--- src/sv/lexer_with_symbol_table_core_assert.svh ---
`ifndef LEXER_WITH_SYMBOL_TABLE_CORE_ASSERT_SVH
`define LEXER_WITH_SYMBOL_TABLE_CORE_ASSERT_SVH

// check a condition on every clock edge out of reset
`define LWST_ASSERT_ALWAYS(lbl, cond, msg) \
  lbl: assert property (@(posedge clk_i) disable iff (!rst_ni) (cond)) else $error(msg);

// check a consequence in the same cycle as its cause
`define LWST_ASSERT_IMPLY(lbl, ante, cons, msg) \
  lbl: assert property (@(posedge clk_i) disable iff (!rst_ni) (ante) |-> (cons)) \
    else $error(msg);

`endif

--- src/sv/lwst_ram.sv ---
module lwst_ram #(
  parameter int WIDTH = 8,
  parameter int DEPTH = 16
) (
  input  logic                     clk_i,
  input  logic                     we_i,
  input  logic [$clog2(DEPTH)-1:0] addr_i,
  input  logic [WIDTH-1:0]         wdata_i,
  output logic [WIDTH-1:0]         rdata_o
);

  logic [WIDTH-1:0] mem [DEPTH];
  logic [WIDTH-1:0] rdata_q;

  always_ff @(posedge clk_i) begin
    if (we_i) begin
      mem[addr_i] <= wdata_i;
    end
    rdata_q <= mem[addr_i];
  end

  assign rdata_o = rdata_q;

endmodule

--- config.mk ---
export PLATFORM = sky130hd
export DESIGN_NAME = lwst_ram
export DESIGN_NICKNAME = d
export VERILOG_FILES = /design/src/sv/lexer_with_symbol_table_core_assert.svh /design/src/sv/lwst_ram.sv
export SDC_FILE = /design/constraint.sdc
export NUM_CORES = 1
export LEC_CHECK = 0
export BUFFER_PORTS_ARGS = -buffer_cell sky130_fd_sc_hd__buf_4
export CORE_MARGIN = 2
export CORE_UTILIZATION = 65
export DETAILED_ROUTE_END_ITERATION = 16
export GPL_TIMING_DRIVEN = 0
export MAX_ROUTING_LAYER = met4
export PLACE_DENSITY_LB_ADDON = 0.1
export SLEW_MARGIN = 20
export SYNTH_ARGS = -nofsm -noshare
export SYNTH_HDL_FRONTEND = slang
export SYNTH_SLANG_ARGS = --single-unit
--- constraint.sdc ---
create_clock -name clk_i -period 4.25 [get_ports clk_i]
set_clock_uncertainty 0.05 [all_clocks]
set_input_delay 0.6375 -clock clk_i [delete_from_list [all_inputs] [get_ports clk_i]]
set_output_delay 0.6375 -clock clk_i [all_outputs]
set_load 0.05 [all_outputs]
==> run summary, run 1 <==
Chip height - 92.3 um
Syn_area_per_cell - 22.0 sq um
Setup crit end kind - flip-flop
Cell family with most CP delay - simple AND/OR/NAND/NOR gates
Unique masters post-synth - 18
Worst-path clk slew - 60 ps
Full die area - 8520 sq um
Clk buf depth - 2
Maximum vdd drop - 0.381 mV
Reg2Reg Depth - 3
Initial antenna violation count - 0
Warnings from Yosys - 0
Clock sink count - 136
Top cell type's share of synthesized area - 75.9%
R2R Path End - rdata_o[4]
CP startpoint kind - primary input
Hold Path End - mem[7][3]
HP Class - primary input to flip-flop
Slew HR - 45.5%
Top cells by area, synth - edfxtp_1 (76%), mux4_2 (14%), dfxtp_1 (3.2%)
Max H-tree Level - 4
Sequential area share after synthesis - 79.0%
CP Class - primary input to flip-flop
RSZ-0062 raised after global routing - false
Final Setup Violations - 0
Row count - 32
Area of the core - 7650 sq um
Slowest cell on the critical path - nor2_1
Hold depth - 1
Layout Nets - 282
Setup ws final - 1990 ps
Slowest cell delay on critical path - 680 ps
Drt total wl - 9920 um
Cell area power density - 546 nW/um^2
Fin crit period - 2260 ps
Drt via density - 6.47
Top FF cell, synth - edfxtp_1
Hold Startpoint - wdata_i[3]
Cells after Synth - 230
RR Startpoint - mem[2][4]
Via count - 2,477
Worst skew pair latency - 520 ps
Status - complete, no violations
Largest net degree at the start of global routing - 17
Critical path required time - 4350 ps
Critical path fanouts, max - 10
Fraction of the mapped netlist area in compound gates - 2.37%
Placed Instances - 351
Post-Synth XOR/XNOR Area - 0%
Synth Register Bits - 136
WP buf/inv - 2
Root Driver - clkbuf_8
Die Span X - 92.3 um
Layout cell share with drive strength beyond 1 - 33.1%
Hold-fix buffers at CTS - 0
Max Cap Viol - 0
Placer Congestion - 0.813
Synthesized area - 5070 sq um
WP data arrival - 2360 ps
Initial Util - 66.3%
Leak - 1.97 nW
Pwr Total - 3.28 mW
Post-CTS sizing - 0
Global-route wire length before repair - 14,900 um
DR DRC count - 0
1st-iter DRT viols - 352
Most numerous cell in the Yosys netlist - edfxtp_1
FF-to-FF setup slack - 2750 ps
Pins over their slew limit - 0
Fmax - 443 MHz
Postcts setup bufs - 0
Post-synth EDFFs - 128
Post-synthesis mux area share - 14.2%
Slew @ Worst Pin - 814 ps
Asr flop ratio synth - 0%
Largest family of logic cells by synthesized area - multiplexers
GRT overflow - 0
Fill cell count - 364
Total track usage - 26.9%
Drt pass-1 iters - 4
Most instantiated cells after synthesis - edfxtp_1 (128), mux4_2 (32), a22oi_1 (16), nor2_1 (13), nand2_1 (9)
Post-Synth Simple-Gate Area - 3.21%
Area growth from synthesis to layout - 18.5%
Antenna Nets Post-Route - 0
Detailed placement HPWL - 5630 um
Drt wl/cell - 25.9 um
Tcrit/Tclk final - 53.1%
Vias in the first global route - 2,453
ANT cells - 0
Top Ports - 22
CTS tree - done
Synth area leader - edfxtp_1
Port Buffer Count - 19
Num CTS Buffers - 17
Setup TNS Final - 0 ps
Critical path cell sequence - buf_2 -> buf_1 -> nand2_1 -> nor2_1
Final Hold Fails - 0
Final cell count without fillers - 383
Pre-CTS WS - 1490 ps
Post-synth net total - 244
Synth Area in Adders - 0%
[report_power, final]
| part | switching [mW] | internal [mW] |
|---|---|---|
| combinational | 0.116 | 0.0654 |
| clock | 0.556 | 1.03 |
| sequential | 0.00864 | 1.50 |
[registers in the layout, indices dropped and copies added (netlist names)]
register / count
mem: 128
rdata_o: 8
[kinds of logic after synthesis]
logic type | after synthesis
compound gates | 16
mux | 32
flops | 136
simple gates | 35
buf+inv | 11
[per-layer routing]
layer / vias to the layer above / track usage, % / share of wire, % / routed length, um
li1: 1038 / - / - / -
met3: 26 / 7.73 / 8.5 / 847
met2: 138 / 39.7 / 50 / 4920
met4: 0 / 12.2 / 3.0 / 300
met1: 1275 / 36.1 / 39 / 3850
met5: - / - / 0 / 0
[through the flow]
stage / hold WS (ps) / instance area [sq um] / utilization, %
final: 388 / 6000 / 78.5
after CTS: 373 / 6000 / 78.5
after global routing: 392 / 6000 / 78.5
after global placement: 616 / 5340 / 69.8
after detailed placement: 632 / 5360 / 70.1
after floorplan: 585 / 5070 / -
[layout by cell type, fill, tap and decap left out, drive strengths merged]
cell type,Yosys,layout
nor3,4,4
clkbuf,3,21
nand3b,2,2
mux4,32,32
buf,8,27
a22oi,16,16
clkinvlp,0,2
nand2b,2,2
dfxtp,8,8
nor2,13,13
bufinv,0,5
or3b,1,1
clkinv,0,4
inv,0,3
edfxtp,128,128
nor2b,2,2
nand2,9,9
and2,1,1
nand3,1,1
[how the worst max path moves through the flow]
stage / startpoint / end / slack, ps / depth (start not counted)
after CTS: addr_i[1] / mem[3][2] / 1990 / 4
after global placement: addr_i[2] / mem[0][0] / 1470 / 3
after detailed placement: addr_i[1] / mem[3][0] / 1490 / 4
final: addr_i[1] / mem[3][2] / 1990 / 4
after global routing: addr_i[1] / mem[6][1] / 1910 / 4
after floorplan: addr_i[2] / mem[0][0] / 2070 / 2
[cell type report]
| class | count | area [sq um] | share of cell area, % |
|---|---|---|---|
| Sequential cell | 136 | 4000 | 66.7 |
| Multi-Input combinational cell | 83 | 1020 | 17.0 |
| Clock buffer | 18 | 428 | 7.13 |
| Clock inverter | 14 | 219 | 3.65 |
| Timing Repair Buffer | 19 | 143 | 2.38 |
| Tap cell | 102 | 128 | 2.13 |
| Buffer | 11 | 60.1 | 1.00 |
(Power assumes the default switching activity.)
==> inputs of run 2 (changes only) <==
--- a/config.mk
+++ b/config.mk
@@ -5,9 +5,10 @@
 export SDC_FILE = /design/constraint.sdc
 export NUM_CORES = 1
 export LEC_CHECK = 0
+export ABC_AREA = 1
 export BUFFER_PORTS_ARGS = -buffer_cell sky130_fd_sc_hd__buf_4
 export CORE_MARGIN = 2
-export CORE_UTILIZATION = 65
+export CORE_UTILIZATION = 61
 export DETAILED_ROUTE_END_ITERATION = 16
 export GPL_TIMING_DRIVEN = 0
 export MAX_ROUTING_LAYER = met4
==> constraint.sdc (replaced) <==
create_clock -name clk_i -period 2.3 [get_ports clk_i]
set_clock_uncertainty 0.05 [all_clocks]
set_input_delay 0.345 -clock clk_i [delete_from_list [all_inputs] [get_ports clk_i]]
set_output_delay 0.345 -clock clk_i [all_outputs]
set_load 0.05 [all_outputs]
==> run 2 against run 1 <==
Register-to-register slack got worse by 1500 ps. Final cell count increased by 85%. Utilization decreased by 5.3 points. Worst setup slack got worse by 1500 ps. Sequential power increased by 85%. Flip-flop and latch count unchanged. Hold slack got worse by 270 ps. Count of clock-buffer cells in the layout unchanged. Largest cell class unchanged. Largest power group is now sequential cells.
==> run summary, run 2 <==
Status - complete, no violations
Synthesized area - 5590 sq um (+10%)
Psw - 1.34 mW (+96%)
Placer Congestion - 0.896 (+10%)
Most instantiated cells after synthesis - nand2_1 (346), edfxtp_1 (128), inv_1 (21), nor2_1 (18), buf_2 (12)
Largest net degree at the start of global routing - 17 (unchanged)
Syn_area_per_cell - 10.2 sq um (-54%)
Fin crit period - 1820 ps
Global-route wire length before repair - 18,900 um (+26%)
CP startpoint kind - primary input
Clock share of power - 44.5% (-4.0 points)
Vias in the first global route - 3,622 (+48%)
FF-to-FF setup slack - 1210 ps (-1540 ps)
Unique masters post-synth - 11 (-7)
Port Buffer Count - 20 (+1)
Most common cell after layout, fill and taps aside - nand2_1
Max Cap Viol - 0 (unchanged)
Clock sink count - 136 (unchanged)
Switching part of the total - 23.2% (+2.4 points)
Max H-tree Level - 4 (unchanged)
Post-Route M1 WL - 5120 um (+33%)
Core Util, Final - 73.2% (-5.3 points)
Postcts setup bufs - 0 (unchanged)
Num CTS Buffers - 17 (unchanged)
Top cell type's share of synthesized area - 68.7% (-7.1 points)
Row count - 34 (+6.3%)
Critical path required time - 2400 ps (-1950 ps)
Synth Register Bits - 136 (unchanged)
WP data arrival - 1920 ps (-440 ps)
Hold Startpoint - wdata_i[2]
Initial Util - 63.5% (-2.8 points)
Fmax - 550 MHz
Post-CTS sizing - 0 (unchanged)
Setup crit end kind - flip-flop
Largest register FFs - 128 (unchanged)
Die Span X - 99.8 um (+8.1%)
Drt wl/cell - 17.1 um (-34%)
Top Ports - 22 (unchanged)
Dpl cell area - 5880 sq um (+9.7%)
Final Cell Area - 6440 sq um (+7.3%)
Initial antenna violation count - 0 (unchanged)
ANT cells - 0 (unchanged)
Most numerous cell in the Yosys netlist - nand2_1
Slew @ Worst Pin - 749 ps (-65.4 ps)
Final Hold Fails - 0 (unchanged)
Maximum vdd drop - 0.568 mV (+49%)
HP Class - primary input to flip-flop
Antenna Nets Post-Route - 0 (unchanged)
Warnings from Yosys - 0 (unchanged)
Seq pwr share - 48.4% (+2.4 points)
RR Startpoint - mem[7][4]
Worst-path clk slew - 60 ps (about the same)
DR DRC count - 0 (unchanged)
Hold-fix buffers at CTS - 0 (unchanged)
Cells after Synth - 548 (+140%)
Root Driver - clkbuf_8
Most flop-heavy register - mem
Most frequent cells in the layout - nand2_1 (346), edfxtp_1 (128), buf_4 (26)
Clk buf depth - 2 (unchanged)
GRT overflow - 0 (unchanged)
Pins over their slew limit - 0 (unchanged)
Drt via density - 5.34 (-17%)
Detailed placement HPWL - 7670 um (+36%)
Post-synth EDFFs - 128 (unchanged)
Full die area - 9950 sq um (+17%)
Layout Nets - 601 (+110%)
Final Setup Violations - 0 (unchanged)
Synth area leader - edfxtp_1
Pint - 4.43 mW (+70%)
1st-iter DRT viols - 318 (-9.7%)
Top FF cell, synth - edfxtp_1
Reg2Reg Depth - 8 (+5)
Leak - 2.78 nW (+41%)
RSZ-0062 raised after global routing - false
Tcrit/Tclk final - 79.1%
Pre-CTS WS - -45.3 ps (-1530 ps)
Cell area power density - 894 nW/um^2 (+64%)
Hold depth - 1 (unchanged)
Worst skew pair latency - 520 ps (about the same)
Top layer in use - met4
Chip height - 99.8 um (+8.1%)
Slew HR - 49.9% (+4.4 points)
Drt total wl - 12,100 um (+22%)
Met3 Routed Length - 986 um (+16%)
Setup TNS Final - 0 ps (unchanged)
Post-synth net total - 562 (+130%)
Top cells by area, synth - edfxtp_1 (69%), nand2_1 (23%), dfxtp_1 (2.9%)
Critical path origin - addr_i[1]
Setup ws final - 481 ps (-1510 ps)
CP Class - primary input to flip-flop
Area growth from synthesis to layout - 15.2%
Via count - 3,779 (+53%)
Layout cell share with drive strength beyond 1 - 11.5% (-22 points)
Asr flop ratio synth - 0% (unchanged)
Critical path fanouts, max - 10 (unchanged)
CTS tree - done
Sequential area share after synthesis - 71.6% (-7.4 points)
Comb pwr share - 7.1% (+1.6 points)
Met2 routed WL - 5800 um (+18%)
Total track usage - 27.3% (+0.31 points)
Area of the core - 8810 sq um (+15%)
Drt pass-1 iters - 6 (+2)
-- run 2: final timing paths --
path,to
max reg2reg,rdata_o[4]
min reg2reg,rdata_o[0]
max,mem[11][5]
min,mem[7][2]
-- run 2: kinds of logic (layout without fill, tap and decap cells) --
logic type / after synthesis / after routing / synth area share (%)
simple gates: 368 / 368 / 24.8
buf+inv: 44 / 96 / 3.62
flops: 136 / 136 / 71.6
-- run 2: stage by stage --
stage	std cells	total power, mW	hold slack (ps)
after global routing	708	5.93	115
after global placement	676	3.23	634
final	708	5.76	121
after floorplan	548	3.09	394
after detailed placement	676	3.24	634
after CTS	708	5.78	106
-- run 2: metal layers --
metal	global-route usage [%]	vias up
met5	-	-
met4	8.01	0
met3	5.90	19
met2	42.1	169
met1	37.1	1758
li1	-	1833
-- run 2: power by group through the flow --
stage               registers, mW  logic, mW  clock network, mW
floorplan                    2.89      0.191                  0
global placement             2.84      0.398                  0
detailed placement           2.84      0.405                  0
CTS                          2.79      0.408               2.58
global route                 2.79      0.450               2.69
finish                       2.79      0.409               2.57
-- run 2: final cells by class --
cell class	count	area [sq um]
plain buffers	21	116
clock buffers	18	418
clock inverters	14	149
fillers	620	2360
inverters	23	86.3
multi-input cells	368	1390
flip-flops and latches	136	4000
well taps	108	135
repair buffers	20	150
-- run 2: worst max-delay path, cell delays in order --
cell and delay [ps]:
buf_2 170, clkbuf_1 410, nand3_1 330, nor2_1 660
